--- src/hdl/vaps_pkg.sv ---
// ----------------------------------------------------------------------------
// vaps_pkg
// Shared constants, state encoding and types for the 3-D point smoother.
// ----------------------------------------------------------------------------
package vaps_pkg;

  localparam int COORD_WIDTH_DEF = 32;
  localparam int FRAC_BITS_DEF   = 16;
  localparam int CFG_WIDTH       = 32;
  localparam int CFG_IDX_WIDTH   = 3;
  localparam int WEIGHT_WIDTH    = 17;
  localparam logic [WEIGHT_WIDTH-1:0] WEIGHT_ONE = 17'h10000;

  localparam logic [CFG_IDX_WIDTH-1:0] REG_MIN_CUTOFF  = 3'd0;
  localparam logic [CFG_IDX_WIDTH-1:0] REG_SPEED_SCALE = 3'd1;
  localparam logic [CFG_IDX_WIDTH-1:0] REG_SPEED_GAIN  = 3'd2;
  localparam logic [CFG_IDX_WIDTH-1:0] REG_SPEED_KEEP  = 3'd3;
  localparam logic [CFG_IDX_WIDTH-1:0] REG_DEPTH       = 3'd4;

  localparam logic [31:0] MIN_CUTOFF_RST  = 32'd7282;
  localparam logic [31:0] SPEED_SCALE_RST = 32'd65536;
  localparam logic [16:0] SPEED_GAIN_RST  = 17'd32768;
  localparam logic [16:0] SPEED_KEEP_RST  = 17'd32768;

  typedef enum logic [3:0] {
    ST_IDLE,
    ST_VEL_A,    // speed_gain * delta
    ST_VEL_B,    // speed_keep * speed
    ST_VEL_FIN,
    ST_NORM,
    ST_SCALE,    // speed_scale * norm
    ST_CUT,
    ST_DIV,
    ST_MIX_A,    // alpha * in
    ST_MIX_B,    // (1-alpha) * smooth
    ST_MIX_FIN,
    ST_OUT
  } state_t;

  // Control between sequencer and serial multiplier
  typedef struct packed {
    logic start;
    logic busy;
    logic done;
  } mul_ctrl_t;

endpackage

--- src/hdl/vaps_if.sv ---
// ----------------------------------------------------------------------------
// vaps_if
// Valid/ready channel carrying one 3-D point and a function bit.
// ----------------------------------------------------------------------------
interface vaps_if #(
  parameter int COORD_WIDTH = vaps_pkg::COORD_WIDTH_DEF
);
  logic                          valid;
  logic                          ready;
  logic                          func;
  logic signed [COORD_WIDTH-1:0] x;
  logic signed [COORD_WIDTH-1:0] y;
  logic signed [COORD_WIDTH-1:0] z;

  modport source (output valid, func, x, y, z, input ready);
  modport sink   (input valid, func, x, y, z, output ready);
endinterface

--- src/hdl/velocity_adaptive_point_smoother_3d_top.sv ---
// ----------------------------------------------------------------------------
// velocity_adaptive_point_smoother_3d_top
// Velocity-adaptive exponential smoother for one 3-D point per request.
// ----------------------------------------------------------------------------
// One request at a time: a new request is taken only once the previous result
// has been taken. A load request goes from ST_IDLE to ST_OUT and gives its
// result from there. A filter request runs on the shared bit-serial multiplier
// and divider: 13 products (gain and keep terms of the velocity and the two
// blend terms on each axis, plus the speed scale), the alpha division, the
// norm, and a closing step per axis for each velocity and blend sum.
module velocity_adaptive_point_smoother_3d_top #(
  parameter int COORD_WIDTH = vaps_pkg::COORD_WIDTH_DEF,
  parameter int FRAC_BITS   = vaps_pkg::FRAC_BITS_DEF
) (
  input  logic                                  clk,
  input  logic                                  rst,
  input  logic                                  cfg_we,
  input  logic [vaps_pkg::CFG_IDX_WIDTH-1:0]    cfg_index,
  input  logic [vaps_pkg::CFG_WIDTH-1:0]        cfg_data,
  vaps_if.sink                                  in_ch,
  vaps_if.source                                out_ch
);
  localparam int CW  = COORD_WIDTH;
  localparam int AW  = CW + 2;          // multiplicand width
  localparam int PW  = AW + 32;         // product width
  localparam int NW  = CW + 2;          // L1 norm width
  localparam int WW  = vaps_pkg::WEIGHT_WIDTH;
  localparam logic signed [CW+1:0] CMAX = (CW+2)'((64'sd1 <<< (CW-1)) - 1);
  localparam logic signed [CW+1:0] CMIN = -CMAX - 1;

  // configuration
  logic [31:0]   min_cutoff;
  logic [31:0]   speed_scale;
  logic [WW-1:0] speed_gain;
  logic [WW-1:0] speed_keep;
  logic          depth_in_speed;

  always_ff @(posedge clk) begin
    if (rst) begin
      min_cutoff     <= vaps_pkg::MIN_CUTOFF_RST;
      speed_scale    <= vaps_pkg::SPEED_SCALE_RST;
      speed_gain     <= vaps_pkg::SPEED_GAIN_RST;
      speed_keep     <= vaps_pkg::SPEED_KEEP_RST;
      depth_in_speed <= 1'b1;
    end else if (cfg_we) begin
      unique case (cfg_index)
        vaps_pkg::REG_MIN_CUTOFF:  min_cutoff     <= cfg_data;
        vaps_pkg::REG_SPEED_SCALE: speed_scale    <= cfg_data;
        vaps_pkg::REG_SPEED_GAIN:  speed_gain     <= cfg_data[WW-1:0];
        vaps_pkg::REG_SPEED_KEEP:  speed_keep     <= cfg_data[WW-1:0];
        vaps_pkg::REG_DEPTH:       depth_in_speed <= cfg_data[0];
        default: ;
      endcase
    end
  end

  // state
  logic signed [CW-1:0] smooth [3];
  logic signed [CW-1:0] speed  [3];
  logic signed [CW-1:0] pin    [3];
  logic                 func_r;
  logic [1:0]           axis;
  logic signed [PW-1:0] part;      // first product of a velocity or blend sum
  logic [NW-1:0]        norm;
  logic [33:0]          cval;
  logic [16:0]          alpha;
  logic signed [CW-1:0] res [3];
  logic                 out_valid;

  vaps_pkg::state_t state, state_next;

  // multiplier operands
  logic                 mul_start;
  logic signed [AW-1:0] mul_a;
  logic [31:0]          mul_b;
  logic                 mul_done;
  logic signed [PW-1:0] mul_p;
  vaps_pkg::mul_ctrl_t  mctl;

  logic                 div_start;
  logic                 div_done;
  logic [48:0]          div_q;
  logic [48:0]          div_num;
  logic [33:0]          div_den;

  // alpha = round(c * 2^16 / (2^16 + c))
  assign div_den = cval + 34'h10000;
  assign div_num = {cval[32:0], 16'h0} + 49'(div_den >> 1);

  vaps_mul #(.A_WIDTH(AW), .B_WIDTH(32)) u_mul (
    .clk(clk), .rst(rst), .start(mul_start), .a(mul_a), .b(mul_b),
    .done(mul_done), .prod(mul_p)
  );

  vaps_div #(.N_WIDTH(49), .D_WIDTH(34)) u_div (
    .clk(clk), .rst(rst), .start(div_start), .num(div_num),
    .den(div_den), .done(div_done), .quo(div_q)
  );

  logic [WW-1:0] g_cl, k_cl;
  assign g_cl = (speed_gain > vaps_pkg::WEIGHT_ONE) ? vaps_pkg::WEIGHT_ONE : speed_gain;
  assign k_cl = (speed_keep > vaps_pkg::WEIGHT_ONE) ? vaps_pkg::WEIGHT_ONE : speed_keep;

  // delta, saturated
  logic signed [CW:0]   delta_raw;
  logic signed [CW-1:0] delta;
  assign delta_raw = (CW+1)'(pin[axis]) - (CW+1)'(smooth[axis]);
  always_comb begin
    if (delta_raw > (CW+1)'(CMAX)) delta = CMAX[CW-1:0];
    else if (delta_raw < (CW+1)'(CMIN)) delta = CMIN[CW-1:0];
    else delta = delta_raw[CW-1:0];
  end

  // blend sum: floor parts + rounded low parts equals floor((p1+p2+0x8000)/2^16)
  logic signed [PW:0]   bsum;
  logic signed [PW-16:0] bq;
  logic signed [CW-1:0] bsat;
  assign bsum = (PW+1)'(part) + (PW+1)'(mul_p) + (PW+1)'(17'sh8000);
  assign bq   = bsum[PW:16];
  always_comb begin
    if (bq > (PW-15)'(CMAX)) bsat = CMAX[CW-1:0];
    else if (bq < (PW-15)'(CMIN)) bsat = CMIN[CW-1:0];
    else bsat = bq[CW-1:0];
  end

  // norm to Q16.16, saturated to 32 bits
  logic [NW+8:0] n16w;
  logic [31:0]   n16;
  assign n16w = (FRAC_BITS >= 16) ? (NW+9)'(norm >> (FRAC_BITS - 16))
                                  : (NW+9)'(norm) << (16 - FRAC_BITS);
  assign n16  = (n16w > (NW+9)'(32'hFFFF_FFFF)) ? 32'hFFFF_FFFF : n16w[31:0];

  logic [CW-1:0] mag_s;
  assign mag_s = speed[axis][CW-1] ? CW'(-speed[axis]) : speed[axis];

  logic [PW-1:0] prod_r;
  logic [32:0]   prod_s;
  logic [33:0]   csum;
  assign prod_r = PW'(mul_p) + PW'(32'h8000);
  assign prod_s = (prod_r[PW-1:16] > (PW-16)'(32'hFFFF_FFFF)) ? 33'h0FFFF_FFFF
                  : {1'b0, prod_r[47:16]};
  assign csum   = 34'(min_cutoff) + 34'(prod_s);

  always_comb begin
    state_next = state;
    unique case (state)
      vaps_pkg::ST_IDLE:    if (in_ch.valid && !out_valid)
                              state_next = in_ch.func ? vaps_pkg::ST_OUT : vaps_pkg::ST_VEL_A;
      vaps_pkg::ST_VEL_A:   if (mul_done) state_next = vaps_pkg::ST_VEL_B;
      vaps_pkg::ST_VEL_B:   if (mul_done) state_next = vaps_pkg::ST_VEL_FIN;
      vaps_pkg::ST_VEL_FIN: state_next = (axis == 2'd2) ? vaps_pkg::ST_NORM : vaps_pkg::ST_VEL_A;
      vaps_pkg::ST_NORM:    if (axis == 2'd2) state_next = vaps_pkg::ST_SCALE;
      vaps_pkg::ST_SCALE:   if (mul_done) state_next = vaps_pkg::ST_CUT;
      vaps_pkg::ST_CUT:     state_next = vaps_pkg::ST_DIV;
      vaps_pkg::ST_DIV:     if (div_done) state_next = vaps_pkg::ST_MIX_A;
      vaps_pkg::ST_MIX_A:   if (mul_done) state_next = vaps_pkg::ST_MIX_B;
      vaps_pkg::ST_MIX_B:   if (mul_done) state_next = vaps_pkg::ST_MIX_FIN;
      vaps_pkg::ST_MIX_FIN: state_next = (axis == 2'd2) ? vaps_pkg::ST_OUT : vaps_pkg::ST_MIX_A;
      vaps_pkg::ST_OUT:     state_next = vaps_pkg::ST_IDLE;
      default:              state_next = vaps_pkg::ST_IDLE;
    endcase
  end

  // multiplier control: start on entry to a multiply state
  logic entry;
  always_ff @(posedge clk) begin
    if (rst) entry <= 1'b0;
    else     entry <= (state_next != state) || (state == vaps_pkg::ST_IDLE);
  end

  always_comb begin
    mul_a = '0;
    mul_b = '0;
    unique case (state)
      vaps_pkg::ST_VEL_A: begin mul_a = AW'(delta);        mul_b = 32'(g_cl); end
      vaps_pkg::ST_VEL_B: begin mul_a = AW'(speed[axis]);  mul_b = 32'(k_cl); end
      vaps_pkg::ST_SCALE: begin mul_a = AW'({2'b0, n16});  mul_b = speed_scale; end
      vaps_pkg::ST_MIX_A: begin mul_a = AW'(pin[axis]);    mul_b = 32'(alpha); end
      vaps_pkg::ST_MIX_B: begin mul_a = AW'(smooth[axis]);
                                mul_b = 32'(17'h10000 - alpha); end
      default: ;
    endcase
  end

  assign mctl.start = entry && !mctl.busy
                    && (state == vaps_pkg::ST_VEL_A || state == vaps_pkg::ST_VEL_B
                    || state == vaps_pkg::ST_SCALE || state == vaps_pkg::ST_MIX_A
                    || state == vaps_pkg::ST_MIX_B);
  assign mctl.busy  = 1'b0;
  assign mctl.done  = mul_done;
  assign mul_start  = mctl.start;
  assign div_start  = (state == vaps_pkg::ST_CUT);

  assign in_ch.ready = (state == vaps_pkg::ST_IDLE) && !out_valid;

  always_ff @(posedge clk) begin
    if (rst) begin
      state     <= vaps_pkg::ST_IDLE;
      out_valid <= 1'b0;
      axis      <= '0;
      for (int i = 0; i < 3; i++) begin
        smooth[i] <= '0;
        speed[i]  <= '0;
      end
    end else begin
      state <= state_next;
      if (out_valid && out_ch.ready) out_valid <= 1'b0;
      unique case (state)
        vaps_pkg::ST_IDLE: if (in_ch.valid && in_ch.ready) begin
          pin[0] <= in_ch.x; pin[1] <= in_ch.y; pin[2] <= in_ch.z;
          func_r <= in_ch.func;
          axis   <= '0;
          norm   <= '0;
        end
        vaps_pkg::ST_VEL_A:   if (mul_done) part <= mul_p;
        vaps_pkg::ST_VEL_FIN: begin
          speed[axis] <= bsat;
          axis <= (axis == 2'd2) ? 2'd0 : axis + 2'd1;
        end
        vaps_pkg::ST_NORM: begin
          if (axis != 2'd2 || depth_in_speed) norm <= norm + NW'(mag_s);
          axis <= (axis == 2'd2) ? 2'd0 : axis + 2'd1;
        end
        // c saturates to 32 bits before the divider takes it
        vaps_pkg::ST_SCALE: if (mul_done)
          cval <= (csum > 34'h0FFFF_FFFF) ? 34'h0FFFF_FFFF : csum;
        vaps_pkg::ST_DIV: if (div_done)
          alpha <= (div_q > 49'h10000) ? 17'h10000 : div_q[16:0];
        vaps_pkg::ST_MIX_A: if (mul_done) part <= mul_p;
        vaps_pkg::ST_MIX_FIN: begin
          smooth[axis] <= bsat;
          axis <= (axis == 2'd2) ? 2'd0 : axis + 2'd1;
        end
        vaps_pkg::ST_OUT: begin
          if (func_r) begin
            for (int i = 0; i < 3; i++) begin
              smooth[i] <= pin[i];
              speed[i]  <= '0;
              res[i]    <= pin[i];
            end
          end else begin
            for (int i = 0; i < 3; i++) res[i] <= smooth[i];
          end
          out_valid <= 1'b1;
        end
        default: ;
      endcase
    end
  end

  assign out_ch.valid = out_valid;
  assign out_ch.func  = func_r;
  assign out_ch.x     = res[0];
  assign out_ch.y     = res[1];
  assign out_ch.z     = res[2];
endmodule

--- src/hdl/vaps_mul.sv ---
// ----------------------------------------------------------------------------
// vaps_mul
// Bit-serial shift-add multiplier: signed multiplicand, unsigned multiplier.
// ----------------------------------------------------------------------------
module vaps_mul #(
  parameter int A_WIDTH = 34,
  parameter int B_WIDTH = 32
) (
  input  logic                              clk,
  input  logic                              rst,
  input  logic                              start,
  input  logic signed [A_WIDTH-1:0]         a,
  input  logic        [B_WIDTH-1:0]         b,
  output logic                              done,
  output logic signed [A_WIDTH+B_WIDTH-1:0] prod
);
  localparam int PW = A_WIDTH + B_WIDTH;
  localparam int CW = $clog2(B_WIDTH + 1);

  logic signed [PW-1:0] acc;
  logic signed [PW-1:0] mcand;
  logic [B_WIDTH-1:0]   mplier;
  logic [CW-1:0]        count;
  logic                 busy;

  always_ff @(posedge clk) begin
    if (rst) begin
      busy  <= 1'b0;
      done  <= 1'b0;
      count <= '0;
    end else begin
      done <= 1'b0;
      if (start) begin
        busy  <= 1'b1;
        count <= CW'(B_WIDTH);
      end else if (busy) begin
        count <= count - CW'(1);
        if (count == CW'(1)) begin
          busy <= 1'b0;
          done <= 1'b1;
        end
      end
    end
  end

  // one multiplier bit per cycle
  always_ff @(posedge clk) begin
    if (start) begin
      acc    <= '0;
      mcand  <= PW'(a);
      mplier <= b;
    end else if (busy) begin
      if (mplier[0]) acc <= acc + mcand;
      mcand  <= mcand <<< 1;
      mplier <= mplier >> 1;
    end
  end

  assign prod = acc;
endmodule

--- src/hdl/vaps_div.sv ---
// ----------------------------------------------------------------------------
// vaps_div
// Restoring divider, one quotient bit per cycle.
// ----------------------------------------------------------------------------
module vaps_div #(
  parameter int N_WIDTH = 49,
  parameter int D_WIDTH = 33
) (
  input  logic               clk,
  input  logic               rst,
  input  logic               start,
  input  logic [N_WIDTH-1:0] num,
  input  logic [D_WIDTH-1:0] den,
  output logic               done,
  output logic [N_WIDTH-1:0] quo
);
  localparam int CW = $clog2(N_WIDTH + 1);

  logic [D_WIDTH:0]   rem;
  logic [D_WIDTH:0]   trial;
  logic [D_WIDTH-1:0] dvs;
  logic [N_WIDTH-1:0] q;
  logic [CW-1:0]      count;
  logic               busy;

  assign trial = {rem[D_WIDTH-1:0], q[N_WIDTH-1]};

  always_ff @(posedge clk) begin
    if (rst) begin
      busy  <= 1'b0;
      done  <= 1'b0;
      count <= '0;
    end else begin
      done <= 1'b0;
      if (start) begin
        busy  <= 1'b1;
        count <= CW'(N_WIDTH);
      end else if (busy) begin
        count <= count - CW'(1);
        if (count == CW'(1)) begin
          busy <= 1'b0;
          done <= 1'b1;
        end
      end
    end
  end

  always_ff @(posedge clk) begin
    if (start) begin
      rem <= '0;
      q   <= num;
      dvs <= den;
    end else if (busy) begin
      if (trial >= {1'b0, dvs}) begin
        rem <= trial - {1'b0, dvs};
        q   <= {q[N_WIDTH-2:0], 1'b1};
      end else begin
        rem <= trial;
        q   <= {q[N_WIDTH-2:0], 1'b0};
      end
    end
  end

  assign quo = q;
endmodule
--- src/flat_wrapper.sv ---
// flat-port wrapper written by rule: the top's interface ports become plain ports
module velocity_adaptive_point_smoother_3d_top_flat 
#(
  parameter int COORD_WIDTH = vaps_pkg::COORD_WIDTH_DEF,
  parameter int FRAC_BITS   = vaps_pkg::FRAC_BITS_DEF
)
  (clk, rst, cfg_we, cfg_index, cfg_data, in_ch_valid, in_ch_func, in_ch_x, in_ch_y, in_ch_z, in_ch_ready, out_ch_valid, out_ch_func, out_ch_x, out_ch_y, out_ch_z, out_ch_ready);
  vaps_if #(.COORD_WIDTH(COORD_WIDTH)) in_ch_i ();
  vaps_if #(.COORD_WIDTH(COORD_WIDTH)) out_ch_i ();
  input  logic clk;
  input  logic rst;
  input  logic cfg_we;
  input  logic [vaps_pkg::CFG_IDX_WIDTH-1:0] cfg_index;
  input  logic [vaps_pkg::CFG_WIDTH-1:0] cfg_data;
  input wire logic [$bits(in_ch_i.valid)-1:0] in_ch_valid;
  input wire logic [$bits(in_ch_i.func)-1:0] in_ch_func;
  input wire logic [$bits(in_ch_i.x)-1:0] in_ch_x;
  input wire logic [$bits(in_ch_i.y)-1:0] in_ch_y;
  input wire logic [$bits(in_ch_i.z)-1:0] in_ch_z;
  output wire logic [$bits(in_ch_i.ready)-1:0] in_ch_ready;
  output wire logic [$bits(out_ch_i.valid)-1:0] out_ch_valid;
  output wire logic [$bits(out_ch_i.func)-1:0] out_ch_func;
  output wire logic [$bits(out_ch_i.x)-1:0] out_ch_x;
  output wire logic [$bits(out_ch_i.y)-1:0] out_ch_y;
  output wire logic [$bits(out_ch_i.z)-1:0] out_ch_z;
  input wire logic [$bits(out_ch_i.ready)-1:0] out_ch_ready;
  assign in_ch_i.valid = in_ch_valid;
  assign in_ch_i.func = in_ch_func;
  assign in_ch_i.x = in_ch_x;
  assign in_ch_i.y = in_ch_y;
  assign in_ch_i.z = in_ch_z;
  assign in_ch_ready = in_ch_i.ready;
  assign out_ch_valid = out_ch_i.valid;
  assign out_ch_func = out_ch_i.func;
  assign out_ch_x = out_ch_i.x;
  assign out_ch_y = out_ch_i.y;
  assign out_ch_z = out_ch_i.z;
  assign out_ch_i.ready = out_ch_ready;
  velocity_adaptive_point_smoother_3d_top #(.COORD_WIDTH(COORD_WIDTH), .FRAC_BITS(FRAC_BITS)) u_core (.clk(clk), .rst(rst), .cfg_we(cfg_we), .cfg_index(cfg_index), .cfg_data(cfg_data), .in_ch(in_ch_i), .out_ch(out_ch_i));
endmodule
--- config.mk ---
export PLATFORM = sky130hd
export DESIGN_NAME = velocity_adaptive_point_smoother_3d_top_flat
export DESIGN_NICKNAME = d
export VERILOG_FILES = /design/src/hdl/vaps_pkg.sv /design/src/hdl/vaps_if.sv /design/src/hdl/velocity_adaptive_point_smoother_3d_top.sv /design/src/hdl/vaps_mul.sv /design/src/hdl/vaps_div.sv /design/src/flat_wrapper.sv
export SDC_FILE = /design/constraint.sdc
export NUM_CORES = 2
export LEC_CHECK = 0
export BUFFER_PORTS_ARGS = -buffer_cell sky130_fd_sc_hd__buf_4
export CAP_MARGIN = 15
export CORE_AREA = 2 2 465 467
export CTS_CLUSTER_DIAMETER = 200
export DETAILED_ROUTE_END_ITERATION = 10
export DIE_AREA = 0 0 467 469
export PLACE_DENSITY_LB_ADDON = 0.2
export SLEW_MARGIN = 30
export SYNTH_ARGS = -nofsm -noshare
export SYNTH_HDL_FRONTEND = slang
export SYNTH_SLANG_ARGS = --single-unit
--- constraint.sdc ---
create_clock -name clk -period 8.9 [get_ports clk]
set_input_delay 1.335 -clock clk [delete_from_list [all_inputs] [get_ports clk]]
set_output_delay 1.335 -clock clk [all_outputs]
set_load 0.005 [all_outputs]
==> flow_summary_export.csv <==
group,metric,value,unit
sta,max_freq,0.139,GHz
critical_path,reg2reg_setup_slack,1730,ps
job,cap_violations,0,
floorplan,coreArea,214000,sq um
min_path,hold_depth,2,
layout,area_growth,14.9,%
route,vias_per_cell,5.27,
route,drcViolationCount,0,
synthesis,yosys_warnings,0,
critical_path,cp_top_family,"compound AO/OA/AOI/OAI gates",
critical_path,crit_buf_inv,2,
clocking,cts_tree,"yes",
global_routing,overflow,0,
critical_path,endpoint_kind,"flop",
synthesis,synth_cell_types,95,
global_routing,grt_pass1_vias,45900,
route,final_antenna_net_count,0,
global_routing,track_usage,0.191,
layout,final_cells,8997,
placed_design,numPortBuffers,235,
route,routed-via-count,47400,
layout,layout-drive-gt1-share,0.127,
floorplan,start_util,0.279,
critical_path,cp.depth,27,
sta,setup_viol,0,
sta,finClkSkew,67.5,ps
placed_design,place_hpwl,158000,um
critical_path,crit_start,"u_core.u_mul.prod[16]",
clocking,clkTransAtPathRegs,60,ps
synthesis,ys_seq_area_frac,0.469,
critical_path,timing.rr.start,"u_core.u_mul.prod[16]",
clocking,cts_root_buf,"clkbuf_16",
placed_design,placedCellCount,8773,
sta,worstMarginPinSlew,1060,ps
synthesis,synth-async-reset-ratio,0,
global_routing,grt_pass1_wl,315000,um
layout,n_fill_cell,22000,
synthesis,synth_cells,5928,
power,p_leak,25.7,nW
synthesis,synth-edff-count,780,
critical_path,crit_path_start_kind,"flop",
floorplan,io-pin-count,236,
route,drt_first_pass_iters,7,
floorplan,die-area,219000,sq um
critical_path,slowest_delay,640,ps
critical_path,crit_fanout,18,
sta,hold_violations,0,
clocking,cts_setup_buffers,0,
clocking,cts_made_buffers,115,
synthesis,synth_top_area_frac,0.393,
critical_path,path_class,"reg2reg",
synthesis,netlist_area,59600,sq um
synthesis,avgSynthCellArea,10.1,sq um
run_status,status,"finished, final reports clean",
clocking,clk-insertion-delay-late,800,ps
layout,final_nets,6544,
critical_path,cp.arrival,7680,ps
floorplan,die_w,467,um
floorplan,rows,170,
placed_design,place_congestion,0.879,
route,drt-initial-drc-count,4398,
global_routing,antenna_found_initial,1,
sta,timing.final.crit_share,0.806,
critical_path,timing.rr.end,"u_core.cval[10]",
critical_path,crit_top_cell,"nand3_1",
clocking,cts-htree-levels,3,
synthesis,synth_fp_nets,6419,
clocking,clk_path_buf_depth,3,
power,powerDensity,278,nW/um^2
critical_path,endpoint,"u_core.cval[10]",
sta,slew_headroom,0.286,
clocking,cts.sinks,1005,
route,drt-wirelength-per-cell,23.8,um
clocking,ctsHoldBuffers,0,
sta,maxSlewViolCount,0,
min_path,hold_class,"reg2reg",
sta,rsz0062_at_grt,"false",
power,irDropWorstVdd,0.169,mV
synthesis,synthTopCellsByArea,"edfxtp_1 (39%), dfxtp_1 (7.6%), ha_1 (7.3%)",
critical_path,crit_required,9410,ps
sta,tns,0,ps
global_routing,grt_max_degree,96,
synthesis,ys.flop_type,"edfxtp_1",
floorplan,die_h,469,um
sta,finalCriticalPeriod,7170,ps
route,drt_wl_total,214000,um
critical_path,worstRegToRegCells,27,
synthesis,synth_top_cell_by_area,"edfxtp_1",
synthesis,yosys_register_bits,1005,
critical_path,cp_slowest_cell,"a21oi_2",
clocking,cts_resized,0,
==> worst min path at each step <==
| stage | start | end | slack [ps] |
|---|---|---|---|
| floorplan | u_core.cval[0] | u_core.u_div.dvs[0] | 430 |
| global placement | u_core.speed_scale[7] | u_core.speed_scale[7] | 440 |
| detailed placement | u_core.speed_scale[17] | u_core.speed_scale[17] | 450 |
| CTS | u_core.speed_scale[17] | u_core.speed_scale[17] | 460 |
| global route | u_core.speed_scale[10] | u_core.speed_scale[10] | 470 |
| finish | u_core.speed_scale[26] | u_core.speed_scale[26] | 460 |
==> Yosys cell counts, types with 131 or more instances <==
library cell	count
o21ai_0	350
nand3_1	131
a21o_1	189
inv_1	196
clkbuf_1	258
xnor2_1	194
nor2_1	451
nand2_1	810
xor2_1	163
a21oi_1	500
edfxtp_1	780
ha_1	348
dfxtp_1	225
==> worst min-delay path: stages, from the launching register on <==
cell     delay [ps]
dfxtp_1         300
nand2_1          50
a21oi_1          50
==> registers in the layout (all words and copies together) (netlist names), 33 cells and up, named ones only <==
| register | count |
|---|---|
| u_core.u_div.quo | 49 |
| u_core.u_mul.prod | 66 |
| u_core.u_mul.mcand | 66 |
| u_core.part | 66 |
| u_core.u_div.rem | 34 |
| u_core.smooth | 128 |
| u_core.u_div.dvs | 34 |
| u_core.cval | 33 |
| u_core.pin | 96 |
| u_core.norm | 34 |
| u_core.res | 96 |
| u_core.speed | 128 |
==> cell type report <==
type / count / area [sq um] / area share
Multi-Input combinational cell: 4413 / 29900 / 0.437
Sequential cell: 1005 / 27900 / 0.408
Tap cell: 2838 / 3550 / 0.0518
Clock buffer: 154 / 3120 / 0.0455
Timing Repair Buffer: 320 / 2500 / 0.0365
Inverter: 198 / 743 / 0.0109
Clock inverter: 66 / 716 / 0.0104
Antenna cell: 3 / 7.51 / 0.000110
==> cell usage in the layout (no fill, tap or decap), drive strengths merged, types with 61 or more instances in the layout <==
cell and instances:
a21o 189, a21oi 530, a32oi 63, buf 320, clkbuf 154, dfxtp 225, edfxtp 780, ha 348
inv 199, mux2 100, mux4 63, nand2 811, nand3 131, nand4 61, nor2 452, nor3 78
o21ai 384, xnor2 194, xor2 163
==> where the power goes <==
group          switching [mW]  leakage (nW)  internal (mW)
combinational            5.09          14.7           2.87
clock                    2.15          1.85           2.74
sequential              0.482          9.16           5.71
total                    7.73          25.7           11.3
==> metrics by stage <==
stage	worst slack (ps)	power (mW)	area [sq um]	hold WS (ps)	utilization
finish	1730	19.0	68500	455	0.320
global route	1010	20.2	68500	471	0.320
CTS	1540	19.1	68500	456	0.320
detailed placement	1580	14.1	64600	447	0.302
global placement	1610	14.1	64600	442	0.302
floorplan	30.7	11.6	59600	433	-
==> metal layers <==
layer	up-vias	share of wire	global-route usage
li1	22100	-	-
met4	0	0.022	0.0448
met5	-	0	0
met2	1545	0.45	0.300
met1	23500	0.47	0.276
met3	228	0.058	0.0268
==> kinds of logic after synthesis <==
group                      after synthesis  synth area share
adders and majority gates              354            0.0751
DFF                                   1005             0.469
other                                    1         0.0000629
and+or+nand+nor                       1866             0.141
xor gates and xnor gates               357            0.0525
muxes                                  210            0.0506
buffers and inverters                  510            0.0338
AOI/OAI and AO/OA                     1625             0.179
No activity file was read; power rests on OpenSTA's default activity.
